`src/hdl/kin_pkg.sv`:
```
// ---------------------------------------------------------------------------
// kin_pkg: shared types and constants of the keyword/number/identifier lexer
// Token kinds, character codes, the keyword table and the token queue sizes.
// ---------------------------------------------------------------------------
`default_nettype none

package kin_pkg;

    // Token kinds as they appear on the output channel
    localparam logic [4:0] KIND_INT     = 5'd0;
    localparam logic [4:0] KIND_ID      = 5'd1;
    localparam logic [4:0] KIND_NUM     = 5'd2;
    localparam logic [4:0] KIND_IF      = 5'd3;
    localparam logic [4:0] KIND_ELSE    = 5'd4;
    localparam logic [4:0] KIND_RETURN  = 5'd5;
    localparam logic [4:0] KIND_ASSIGN  = 5'd6;
    localparam logic [4:0] KIND_PLUS    = 5'd7;
    localparam logic [4:0] KIND_MINUS   = 5'd8;
    localparam logic [4:0] KIND_STAR    = 5'd9;
    localparam logic [4:0] KIND_SLASH   = 5'd10;
    localparam logic [4:0] KIND_LPAREN  = 5'd11;
    localparam logic [4:0] KIND_RPAREN  = 5'd12;
    localparam logic [4:0] KIND_LBRACE  = 5'd13;
    localparam logic [4:0] KIND_RBRACE  = 5'd14;
    localparam logic [4:0] KIND_SEMI    = 5'd15;
    localparam logic [4:0] KIND_GREATER = 5'd16;
    localparam logic [4:0] KIND_EOF     = 5'd17;
    localparam logic [4:0] KIND_WHILE   = 5'd18;
    localparam logic [4:0] KIND_ERROR   = 5'd19;

    // ASCII codes the scanner recognises
    localparam logic [7:0] CHAR_ASSIGN  = 8'h3D;
    localparam logic [7:0] CHAR_PLUS    = 8'h2B;
    localparam logic [7:0] CHAR_MINUS   = 8'h2D;
    localparam logic [7:0] CHAR_STAR    = 8'h2A;
    localparam logic [7:0] CHAR_SLASH   = 8'h2F;
    localparam logic [7:0] CHAR_LPAREN  = 8'h28;
    localparam logic [7:0] CHAR_RPAREN  = 8'h29;
    localparam logic [7:0] CHAR_LBRACE  = 8'h7B;
    localparam logic [7:0] CHAR_RBRACE  = 8'h7D;
    localparam logic [7:0] CHAR_SEMI    = 8'h3B;
    localparam logic [7:0] CHAR_GREATER = 8'h3E;
    localparam logic [7:0] CHAR_SPACE   = 8'h20;
    localparam logic [7:0] CHAR_TAB     = 8'h09;
    localparam logic [7:0] CHAR_NEWLINE = 8'h0A;
    localparam logic [7:0] CHAR_VTAB    = 8'h0B;
    localparam logic [7:0] CHAR_FFEED   = 8'h0C;
    localparam logic [7:0] CHAR_CRET    = 8'h0D;

    // Keyword table: text packed first character in the low byte
    localparam int KEYWORD_COUNT = 5;
    localparam logic [63:0] KEYWORD_TEXT [KEYWORD_COUNT] = '{
        64'h0000_0000_0074_6E69,   // int
        64'h0000_0000_0000_6669,   // if
        64'h0000_0000_6573_6C65,   // else
        64'h0000_6E72_7574_6572,   // return
        64'h0000_0065_6C69_6877    // while
    };
    localparam logic [15:0] KEYWORD_LEN [KEYWORD_COUNT] = '{
        16'd3, 16'd2, 16'd4, 16'd6, 16'd5
    };
    localparam logic [4:0] KEYWORD_KIND [KEYWORD_COUNT] = '{
        KIND_INT, KIND_IF, KIND_ELSE, KIND_RETURN, KIND_WHILE
    };

    // One byte can give at most three tokens; the scanner has four slots
    localparam int TOKEN_SLOTS     = 4;
    localparam int TOKENS_MAX      = 3;
    localparam int FIFO_DEPTH      = 8;
    localparam int FIFO_PTR_BITS   = 3;
    localparam int FIFO_COUNT_BITS = 4;

    typedef struct packed {
        logic [4:0]  kind;
        logic [15:0] line;
        logic [15:0] column;
        logic [15:0] length;
        logic        last;
    } token_t;

    typedef struct packed {
        logic [TOKEN_SLOTS-1:0] valid;
        token_t [TOKEN_SLOTS-1:0] tok;
    } token_group_t;

endpackage

`default_nettype wire

```
`src/hdl/kin_word_class.sv`:
```
// ---------------------------------------------------------------------------
// kin_word_class: keyword classifier
// Compares the length and leading characters of a word against the keyword
// table and gives the keyword kind, or identifier when nothing matches.
// ---------------------------------------------------------------------------
`default_nettype none

module kin_word_class #(
    parameter int KEYWORD_MAX_LEN = 6
) (
    input  wire logic [15:0]                  run_length,
    input  wire logic [8*KEYWORD_MAX_LEN-1:0] keyword_prefix,
    output logic      [4:0]                   word_kind
);

    logic [63:0] prefix_wide;

    assign prefix_wide = 64'(keyword_prefix);

    // Words longer than the stored prefix are always identifiers.
    always_comb
    begin
        word_kind = kin_pkg::KIND_ID;
        if (run_length <= 16'(KEYWORD_MAX_LEN))
        begin
            for (int i = kin_pkg::KEYWORD_COUNT - 1; i >= 0; i--)
            begin
                if (run_length == kin_pkg::KEYWORD_LEN[i] &&
                    prefix_wide == kin_pkg::KEYWORD_TEXT[i])
                begin
                    word_kind = kin_pkg::KEYWORD_KIND[i];
                end
            end
        end
    end

endmodule

`default_nettype wire

```
`src/hdl/kin_scanner.sv`:
```
// ---------------------------------------------------------------------------
// kin_scanner: input register and single-pass scanning step
// Holds the scan state and turns one registered byte into up to three tokens
// placed in four fixed slots: flushed run, operator or error, final flush,
// end-of-file.
// ---------------------------------------------------------------------------
`default_nettype none

module kin_scanner #(
    parameter int POSITION_BITS   = 16,
    parameter int KEYWORD_MAX_LEN = 6
) (
    input  wire logic                   clk,
    input  wire logic                   rst_n,
    input  wire logic                   in_valid,
    output logic                        in_ready,
    input  wire logic [7:0]             in_byte,
    input  wire logic                   in_byte_valid,
    input  wire logic                   in_end,
    input  wire logic                   space_ok,
    output logic                        group_write,
    output kin_pkg::token_group_t       group
);

    localparam logic [1:0] MODE_IDLE   = 2'd0;
    localparam logic [1:0] MODE_NUMBER = 2'd1;
    localparam logic [1:0] MODE_WORD   = 2'd2;
    localparam logic [1:0] MODE_HALTED = 2'd3;

    localparam int PREFIX_BITS = 8 * KEYWORD_MAX_LEN;
    localparam logic [POSITION_BITS-1:0] POS_MAX = '1;
    localparam logic [POSITION_BITS-1:0] POS_ONE = POSITION_BITS'(1);
    localparam logic [15:0] RUN_MAX = (POSITION_BITS < 16) ?
        16'((64'd1 << POSITION_BITS) - 64'd1) : 16'hFFFF;

    // Input register
    logic       in_valid_reg;
    logic [7:0] byte_reg;
    logic       byte_valid_reg;
    logic       end_reg;
    logic       consume;

    // Scan state
    logic [1:0]               mode_reg,   mode_next,   mode_mid;
    logic [POSITION_BITS-1:0] line_reg,   line_next,   line_mid;
    logic [POSITION_BITS-1:0] col_reg,    col_next,    col_mid;
    logic [POSITION_BITS-1:0] start_reg,  start_next,  start_mid;
    logic [15:0]              run_reg,    run_next,    run_mid;
    logic [PREFIX_BITS-1:0]   prefix_reg, prefix_next, prefix_mid;

    logic       is_digit, is_alpha, is_space, is_op;
    logic [4:0] op_code;
    logic       flush_first, op_valid, hit_error, end_eff;
    logic [4:0] op_kind;
    logic [4:0] kind_now, kind_after;
    logic [1:0] last_slot;

    assign consume  = in_valid_reg && space_ok;
    assign in_ready = !in_valid_reg || space_ok;

    always_ff @(posedge clk or negedge rst_n)
    begin
        if (!rst_n)
        begin
            in_valid_reg <= 1'b0;
        end
        else if (in_valid && in_ready)
        begin
            in_valid_reg <= 1'b1;
        end
        else if (consume)
        begin
            in_valid_reg <= 1'b0;
        end
    end

    always_ff @(posedge clk)
    begin
        if (in_valid && in_ready)
        begin
            byte_reg       <= in_byte;
            byte_valid_reg <= in_byte_valid;
            end_reg        <= in_end;
        end
    end

    // Character classes
    assign is_digit = (byte_reg >= 8'h30) && (byte_reg <= 8'h39);
    assign is_alpha = ((byte_reg >= 8'h41) && (byte_reg <= 8'h5A)) ||
                      ((byte_reg >= 8'h61) && (byte_reg <= 8'h7A));
    assign is_space = (byte_reg == kin_pkg::CHAR_SPACE)   ||
                      (byte_reg == kin_pkg::CHAR_TAB)     ||
                      (byte_reg == kin_pkg::CHAR_NEWLINE) ||
                      (byte_reg == kin_pkg::CHAR_VTAB)    ||
                      (byte_reg == kin_pkg::CHAR_FFEED)   ||
                      (byte_reg == kin_pkg::CHAR_CRET);

    // Operator and punctuator decode
    always_comb
    begin
        is_op   = 1'b1;
        op_code = kin_pkg::KIND_ERROR;
        case (byte_reg)
            kin_pkg::CHAR_ASSIGN:  op_code = kin_pkg::KIND_ASSIGN;
            kin_pkg::CHAR_PLUS:    op_code = kin_pkg::KIND_PLUS;
            kin_pkg::CHAR_MINUS:   op_code = kin_pkg::KIND_MINUS;
            kin_pkg::CHAR_STAR:    op_code = kin_pkg::KIND_STAR;
            kin_pkg::CHAR_SLASH:   op_code = kin_pkg::KIND_SLASH;
            kin_pkg::CHAR_LPAREN:  op_code = kin_pkg::KIND_LPAREN;
            kin_pkg::CHAR_RPAREN:  op_code = kin_pkg::KIND_RPAREN;
            kin_pkg::CHAR_LBRACE:  op_code = kin_pkg::KIND_LBRACE;
            kin_pkg::CHAR_RBRACE:  op_code = kin_pkg::KIND_RBRACE;
            kin_pkg::CHAR_SEMI:    op_code = kin_pkg::KIND_SEMI;
            kin_pkg::CHAR_GREATER: op_code = kin_pkg::KIND_GREATER;
            default:               is_op   = 1'b0;
        endcase
    end

    // Keyword classification of the run held now and of the run after this byte
    kin_word_class #(
        .KEYWORD_MAX_LEN (KEYWORD_MAX_LEN)
    ) u_class_now (
        .run_length     (run_reg),
        .keyword_prefix (prefix_reg),
        .word_kind      (kind_now)
    );

    kin_word_class #(
        .KEYWORD_MAX_LEN (KEYWORD_MAX_LEN)
    ) u_class_after (
        .run_length     (run_mid),
        .keyword_prefix (prefix_mid),
        .word_kind      (kind_after)
    );

    // Character step: flush a finished run, then extend, start, skip or emit.
    always_comb
    begin
        mode_mid    = mode_reg;
        line_mid    = line_reg;
        col_mid     = col_reg;
        start_mid   = start_reg;
        run_mid     = run_reg;
        prefix_mid  = prefix_reg;
        flush_first = 1'b0;
        op_valid    = 1'b0;
        op_kind     = kin_pkg::KIND_ERROR;
        hit_error   = 1'b0;
        if (mode_reg != MODE_HALTED && byte_valid_reg)
        begin
            if ((mode_reg == MODE_NUMBER && !is_digit) ||
                (mode_reg == MODE_WORD && !is_digit && !is_alpha))
            begin
                flush_first = 1'b1;
                mode_mid    = MODE_IDLE;
            end

            if (mode_mid != MODE_IDLE)
            begin
                for (int i = 0; i < KEYWORD_MAX_LEN; i++)
                begin
                    if (run_reg == 16'(i))
                    begin
                        prefix_mid[8*i +: 8] = byte_reg;
                    end
                end
                run_mid = (run_reg >= RUN_MAX) ? RUN_MAX : run_reg + 16'd1;
                col_mid = (col_reg == POS_MAX) ? POS_MAX : col_reg + POS_ONE;
            end
            else if (is_space)
            begin
                if (byte_reg == kin_pkg::CHAR_NEWLINE)
                begin
                    line_mid = (line_reg == POS_MAX) ? POS_MAX : line_reg + POS_ONE;
                    col_mid  = POS_ONE;
                end
                else
                begin
                    col_mid = (col_reg == POS_MAX) ? POS_MAX : col_reg + POS_ONE;
                end
            end
            else if (is_digit || is_alpha)
            begin
                mode_mid       = is_digit ? MODE_NUMBER : MODE_WORD;
                start_mid      = col_reg;
                run_mid        = 16'd1;
                prefix_mid     = '0;
                prefix_mid[7:0] = byte_reg;
                col_mid = (col_reg == POS_MAX) ? POS_MAX : col_reg + POS_ONE;
            end
            else
            begin
                op_valid = 1'b1;
                if (is_op)
                begin
                    op_kind = op_code;
                    col_mid = (col_reg == POS_MAX) ? POS_MAX : col_reg + POS_ONE;
                end
                else
                begin
                    hit_error = 1'b1;
                    mode_mid  = MODE_HALTED;
                end
            end
        end
    end

    // End of source handling and token slot assembly
    always_comb
    begin
        line_next   = line_mid;
        col_next    = col_mid;
        start_next  = start_mid;
        run_next    = run_mid;
        prefix_next = prefix_mid;
        mode_next   = mode_mid;
        end_eff     = end_reg && !hit_error && (mode_reg != MODE_HALTED);
        group       = '0;
        last_slot   = 2'd0;

        group.valid[0]       = flush_first;
        group.tok[0].kind    = (mode_reg == MODE_NUMBER) ? kin_pkg::KIND_NUM : kind_now;
        group.tok[0].line    = 16'(line_reg);
        group.tok[0].column  = 16'(start_reg);
        group.tok[0].length  = run_reg;

        group.valid[1]       = op_valid;
        group.tok[1].kind    = op_kind;
        group.tok[1].line    = 16'(line_reg);
        group.tok[1].column  = 16'(col_reg);
        group.tok[1].length  = 16'd1;

        group.valid[2]       = end_eff &&
                               (mode_mid == MODE_NUMBER || mode_mid == MODE_WORD);
        group.tok[2].kind    = (mode_mid == MODE_NUMBER) ? kin_pkg::KIND_NUM : kind_after;
        group.tok[2].line    = 16'(line_mid);
        group.tok[2].column  = 16'(start_mid);
        group.tok[2].length  = run_mid;

        group.valid[3]       = end_eff;
        group.tok[3].kind    = kin_pkg::KIND_EOF;
        group.tok[3].line    = 16'(line_mid);
        group.tok[3].column  = 16'(col_mid);
        group.tok[3].length  = 16'd0;

        if (end_eff)
        begin
            mode_next = MODE_HALTED;
        end

        // The highest filled slot closes the transaction's run of tokens.
        for (int k = 0; k < kin_pkg::TOKEN_SLOTS; k++)
        begin
            if (group.valid[k])
            begin
                last_slot = 2'(k);
            end
        end
        if (group.valid != '0)
        begin
            group.tok[last_slot].last = 1'b1;
        end
    end

    assign group_write = consume;

    always_ff @(posedge clk or negedge rst_n)
    begin
        if (!rst_n)
        begin
            mode_reg   <= MODE_IDLE;
            line_reg   <= POS_ONE;
            col_reg    <= POS_ONE;
            start_reg  <= POS_ONE;
            run_reg    <= 16'd0;
            prefix_reg <= '0;
        end
        else if (consume)
        begin
            mode_reg   <= mode_next;
            line_reg   <= line_next;
            col_reg    <= col_next;
            start_reg  <= start_next;
            run_reg    <= run_next;
            prefix_reg <= prefix_next;
        end
    end

endmodule

`default_nettype wire

```
`src/hdl/kin_token_fifo.sv`:
```
// ---------------------------------------------------------------------------
// kin_token_fifo: token queue
// Packs the filled slots of one scanned byte into consecutive entries and
// presents one token per cycle on the output side while out_ready is high.
// ---------------------------------------------------------------------------
`default_nettype none

module kin_token_fifo (
    input  wire logic                  clk,
    input  wire logic                  rst_n,
    input  wire logic                  group_write,
    input  wire kin_pkg::token_group_t group,
    output logic                       space_ok,
    output logic                       out_valid,
    input  wire logic                  out_ready,
    output kin_pkg::token_t            out_token
);

    localparam int PB = kin_pkg::FIFO_PTR_BITS;
    localparam int CB = kin_pkg::FIFO_COUNT_BITS;

    kin_pkg::token_t entry_mem [kin_pkg::FIFO_DEPTH];

    logic [PB-1:0] wr_ptr_reg, wr_ptr_next;
    logic [PB-1:0] rd_ptr_reg, rd_ptr_next;
    logic [CB-1:0] count_reg,  count_next;
    logic [1:0]    slot_offset [kin_pkg::TOKEN_SLOTS];
    logic [2:0]    push_count;
    logic          pop;

    // Offset of each filled slot among the filled slots before it
    always_comb
    begin
        push_count = 3'd0;
        for (int k = 0; k < kin_pkg::TOKEN_SLOTS; k++)
        begin
            slot_offset[k] = push_count[1:0];
            push_count     = push_count + {2'b00, group.valid[k]};
        end
        if (!group_write)
        begin
            push_count = 3'd0;
        end
    end

    assign pop       = out_valid && out_ready;
    assign out_valid = (count_reg != '0);
    assign out_token = entry_mem[rd_ptr_reg];
    assign space_ok  = (count_reg <= CB'(kin_pkg::FIFO_DEPTH - kin_pkg::TOKENS_MAX));

    always_comb
    begin
        wr_ptr_next = wr_ptr_reg + PB'(push_count);
        rd_ptr_next = pop ? rd_ptr_reg + PB'(1) : rd_ptr_reg;
        count_next  = count_reg + CB'(push_count) - CB'(pop);
    end

    // Token storage
    always_ff @(posedge clk)
    begin
        if (group_write)
        begin
            for (int k = 0; k < kin_pkg::TOKEN_SLOTS; k++)
            begin
                if (group.valid[k])
                begin
                    entry_mem[PB'(wr_ptr_reg + PB'(slot_offset[k]))] <= group.tok[k];
                end
            end
        end
    end

    always_ff @(posedge clk or negedge rst_n)
    begin
        if (!rst_n)
        begin
            wr_ptr_reg <= '0;
            rd_ptr_reg <= '0;
            count_reg  <= '0;
        end
        else
        begin
            wr_ptr_reg <= wr_ptr_next;
            rd_ptr_reg <= rd_ptr_next;
            count_reg  <= count_next;
        end
    end

endmodule

`default_nettype wire

```
`src/hdl/keyword_number_identifier_lexer.sv`:
```
// ---------------------------------------------------------------------------
// keyword_number_identifier_lexer: streaming lexer for a small C-like language
// Turns source bytes into number, word, keyword, operator, error and
// end-of-file tokens with start line, start column and length.
//
//   channel | dir | tdata                           | tuser          | tlast
//   s_axis  | in  | [7:0] data_byte                 | byte_valid     | end_of_source
//   m_axis  | out | [15:0] line [31:16] column      | [4:0] kind     | last_of_run
//           |     | [47:32] length                  |                |
//
// A byte is taken every cycle while the token queue has room for three
// tokens; it is scanned from the input register and its tokens are written
// into the queue when there is room. Tokens leave one per cycle while the
// output is ready, so bytes that yield more than one token hold the input
// back once the queue fills. Reset is asynchronous and needs no clearing
// pass. A stalled output only backs up the queue; scan state is never lost.
// ---------------------------------------------------------------------------
`default_nettype none

module keyword_number_identifier_lexer #(
    parameter int POSITION_BITS   = 16,
    parameter int KEYWORD_MAX_LEN = 6
) (
    input  wire logic        clk,
    input  wire logic        rst_n,
    input  wire logic        s_tvalid,
    output logic             s_tready,
    input  wire logic [7:0]  s_tdata,   // [7:0] data_byte
    input  wire logic        s_tuser,   // [0] byte_valid
    input  wire logic        s_tlast,
    output logic             m_tvalid,
    input  wire logic        m_tready,
    output logic      [47:0] m_tdata,   // [15:0] token_line, [31:16] token_column,
                                        // [47:32] token_length
    output logic      [4:0]  m_tuser,   // [4:0] token_kind
    output logic             m_tlast
);

    kin_pkg::token_group_t group;
    kin_pkg::token_t       out_token;
    logic                  group_write;
    logic                  space_ok;

    // Scanner with its input register
    kin_scanner #(
        .POSITION_BITS   (POSITION_BITS),
        .KEYWORD_MAX_LEN (KEYWORD_MAX_LEN)
    ) u_scanner (
        .clk           (clk),
        .rst_n         (rst_n),
        .in_valid      (s_tvalid),
        .in_ready      (s_tready),
        .in_byte       (s_tdata),
        .in_byte_valid (s_tuser),
        .in_end        (s_tlast),
        .space_ok      (space_ok),
        .group_write   (group_write),
        .group         (group)
    );

    // Token queue feeding the output channel
    kin_token_fifo u_fifo (
        .clk         (clk),
        .rst_n       (rst_n),
        .group_write (group_write),
        .group       (group),
        .space_ok    (space_ok),
        .out_valid   (m_tvalid),
        .out_ready   (m_tready),
        .out_token   (out_token)
    );

    // Output transaction fields
    assign m_tdata = {out_token.length, out_token.column, out_token.line};
    assign m_tuser = out_token.kind;
    assign m_tlast = out_token.last;

endmodule

`default_nettype wire
```
`config.mk`:
```
export PLATFORM = sky130hd
export DESIGN_NAME = keyword_number_identifier_lexer
export DESIGN_NICKNAME = d
export VERILOG_FILES = /design/src/hdl/kin_pkg.sv /design/src/hdl/kin_word_class.sv /design/src/hdl/kin_scanner.sv /design/src/hdl/kin_token_fifo.sv /design/src/hdl/keyword_number_identifier_lexer.sv
export SDC_FILE = /design/constraint.sdc
export NUM_CORES = 2
export LEC_CHECK = 0
export BUFFER_PORTS_ARGS = -buffer_cell sky130_fd_sc_hd__buf_4
export CAP_MARGIN = 20
export CORE_AREA = 2 2 312 314
export DETAILED_ROUTE_END_ITERATION = 10
export DIE_AREA = 0 0 314 316
export GPL_ROUTABILITY_DRIVEN = 0
export PLACE_DENSITY_LB_ADDON = 0.15
export SLEW_MARGIN = 10
export SYNTH_ARGS = -nofsm -noshare
export SYNTH_HDL_FRONTEND = slang
export SYNTH_SLANG_ARGS = --single-unit
```
`constraint.sdc`:
```
create_clock -name clk -period 8.7 [get_ports clk]
set_input_delay 1.305 -clock clk [delete_from_list [all_inputs] [get_ports clk]]
set_output_delay 1.305 -clock clk [all_outputs]
set_load 0.005 [all_outputs]
```
==> results_dict.tcl <==
set metrics [dict create \
    grt_pass1_wl_um 166000 \
    min_to "u_scanner.prefix_reg[47]" \
    hold_viol_final 0 \
    clock.fmax_mhz 139 \
    end_kind "flop" \
    slowest_delay_ns 0.96 \
    drt_iter0_drc 2758 \
    cts_resized 0 \
    min_path_type "reg -> reg" \
    syn_inst 3150 \
    min_from "u_scanner.prefix_reg[47]" \
    diodes 0 \
    power_frac_clock 0.242 \
    setup_violations 0 \
    routed_wirelength_um 111000 \
    synth_top_cell_by_area "edfxtp_1" \
    final.setup_skew_ns 0.0386 \
    ir_worst_vdd_uv 240 \
    async_flop_share 0.220 \
    fin_ws_ns 1.49 \
    drv_cap 0 \
    synth_edf_count 442 \
    clk_latency_ns 0.64 \
    layout.nets 3137 \
    via_count 25900 \
    cp.arrival_ns 7.45 \
    crit_top_cell "buf_4" \
    synth_area_per_cell_sq_um 10.3 \
    coreArea_sq_um 96000 \
    power_leakage_nw 12.5 \
    p_sw_frac 0.397 \
    pre_cts_ws_ns 1.64 \
    die_height_um 316 \
    run_status "finished, final reports clean" \
    combinationalPowerShare 0.416 \
    crit_slowest_cell "edfxtp_1" \
    numClockSinks 567 \
    cts-buffers-inserted 70 \
    worstReg2RegStart "u_scanner.byte_reg[1]" \
    io_pins 70 \
    finalCriticalPeriod_ns 7.21 \
    viasPerCell 5.84 \
    cts_setup_buffers 0 \
    root_buffer "clkbuf_16" \
    synth.area.top_cells "edfxtp_1 (41%), dfrtp_1 (9.4%), mux4_2 (7.5%)" \
    clk_pin_slew_worst_paths_ns 0.06 \
    powerDensity_nw_per_um2 330 \
    yosys_warnings 0 \
    maxSlewHeadroom 0.198 \
    grt.total_usage 0.222 \
    ys_types 89 \
    tns_ns 0 \
    yosysSeqAreaShare 0.506 \
    grt_pass1_vias 25800 \
    syn_area_sq_um 32400 \
    grt_start_max_net_pins 90 \
    die_area_sq_um 99200 \
    worst_pin_slew_ns 1.19 \
    fin_crit_sh 0.829 \
    multi_input_area_sq_um 14900 \
    synth-main-ff-cell "edfxtp_1" \
    p_int_w 0.00727 \
    cts_max_path_buffers 3 \
    p_sw_w 0.00479 \
    cp_cell_sequence "o21ai_1, a21oi_1, a21oi_4, buf_4, nor2_1, nand2_1, o22ai_1, ha_1, nor2_1, fa_1, ha_1, fa_1, xor2_1, nand3_1, buf_4, o211ai_1, buf_4" \
    drt_first_pass_iters 6 \
    whs_path_depth 1 \
    syn_nets 3191 \
    dp_hpwl_um 69100 \
    ys_ff_latch 567 \
    cts_tree "built" \
    critPathLaunchType "flop" \
    regArea_sq_um 16400 \
    power_frac_seq 0.342 \
    fp-row-count 114 \
    rsz0062_at_grt "no" \
    synthToLayoutAreaGrowth_pct 12.8 \
    antenna_found_initial 1 \
    r2r_slack_ns 1.49 \
    port-buffer-count 69 \
    worstPathRequired_ns 8.93 \
    worstPathMaxFanout 45 \
    start_util 0.338 \
    ant_nets 0 \
    grt_overflow 0 \
    cts_hold_buffers 0 \
    drc 0 \
    largest_reg_flops 432 \
    fillers 9399 \
    yosysTopAreaCellShare 0.409 \
    r2r_end "u_fifo.entry_mem[6][43]" \
    htree_levels 3 \
    path_class "reg -> reg" \
    die_w_um 314 \
    avgRoutedWirePerCell_um 25.0 \
    slew_violations 0 \
    layout-drive-gt1-share 0.178 \
    r2r_cells 17 \
]
power groups by stage:
stage	sequential (W)	combinational, W	clock [W]
after CTS	0.00411	0.00505	0.00299
after floorplan	0.00390	0.00333	0
after global routing	0.00418	0.00544	0.00309
after global placement	0.00414	0.00498	0
after detailed placement	0.00416	0.00503	0
final	0.00412	0.00502	0.00292
worst max path at each step:
stage                                startpoint                       to  slack, ns  depth (start not counted)
after CTS                 u_scanner.byte_reg[1]  u_fifo.entry_mem[6][47]       1.64                         17
after floorplan           u_scanner.byte_reg[0]   u_fifo.entry_mem[0][0]       0.21                          7
after detailed placement  u_scanner.byte_reg[1]  u_fifo.entry_mem[6][43]       1.64                         17
after global routing      u_scanner.byte_reg[1]  u_fifo.entry_mem[1][24]       1.07                         22
final                     u_scanner.byte_reg[1]  u_fifo.entry_mem[6][43]       1.49                         17
after global placement    u_scanner.byte_reg[1]  u_fifo.entry_mem[1][25]       1.98                         22
kinds of logic (layout without fill, tap and decap cells):
family,Yosys count,count (layout),synth area share
xor gates and xnor gates,25,25,0.00675
muxes,260,260,0.127
adders and majority gates,27,27,0.0118
AOI/OAI and AO/OA,849,849,0.159
DFF,567,567,0.506
buffers and inverters,318,322,0.0379
and+or+nand+nor,1104,1104,0.152
layout make-up:
type | count | area share
flip-flops and latches | 567 | 0.449
clock inverters | 28 | 0.00845
inverters | 34 | 0.00349
well taps | 1276 | 0.0436
multi-input cells | 2265 | 0.408
repair buffers | 158 | 0.0330
clock buffers | 102 | 0.0545
metal layers:
metal | part of all wire | up-vias | track usage
li1 | - | 11700 | -
met4 | 0.036 | 2 | 0.0880
met1 | 0.43 | 12900 | 0.295
met3 | 0.057 | 236 | 0.0276
met5 | 0.00012 | - | 0
met2 | 0.48 | 1057 | 0.370
synth_stat cells, drive strengths merged, types with 26 or more instances:
master and count:
buf 41, inv 33, o211ai 139, mux2i 26, edfxtp 442, clkbuf 243, mux2 126, dfrtp 122
nand4 34, nor2 367, o21ai 337, nor3 68, mux4 108, nand2 421, a21oi 201, nand3 63
worst max-delay path, delay by kind of cell, from the launching register on:
| kind | cells | cell delay, ns |
|---|---|---|
| adder cells (fa/ha/maj) | 4 | 1.52 |
| buffers and inverters | 3 | 1.37 |
| AO/OA/AOI/OAI | 5 | 1.34 |
| AND/OR/NAND/NOR | 4 | 1.06 |
| flip-flops | 1 | 0.96 |
| XOR/XNOR | 1 | 0.51 |
through the flow:
step	hold WS (ns)	area, sq um	total power [W]	cells	util
2_1_floorplan	0.442	32400	0.00723	3150	-
3_3_place_gp	0.467	34300	0.00912	4298	0.357
3_5_place_dp	0.465	34300	0.00920	4299	0.357
4_1_cts	0.481	36600	0.0121	4429	0.381
5_1_grt	0.504	36600	0.0127	4430	0.381
6_report	0.481	36600	0.0121	4430	0.381
layout by cell type, fill, tap and decap left out, types with 16 or more instances in the layout:
master	n
or3_1	19
a21oi_1	191
mux2_2	126
o21ai_0	313
nand2_1	420
buf_4	154
a31oi_1	16
edfxtp_1	442
dfrtp_1	119
nor3_1	57
nand4_1	34
nor2_1	359
clkbuf_1	21
xnor2_1	19
nand3_1	63
o22ai_1	24
mux4_2	108
nor4_1	20
ha_1	21
a22o_1	21
inv_1	33
and3_1	19
o211ai_1	139
mux2i_1	26
o21ai_1	21
clkbuf_16	71
Power figures use the tool's default switching activity.
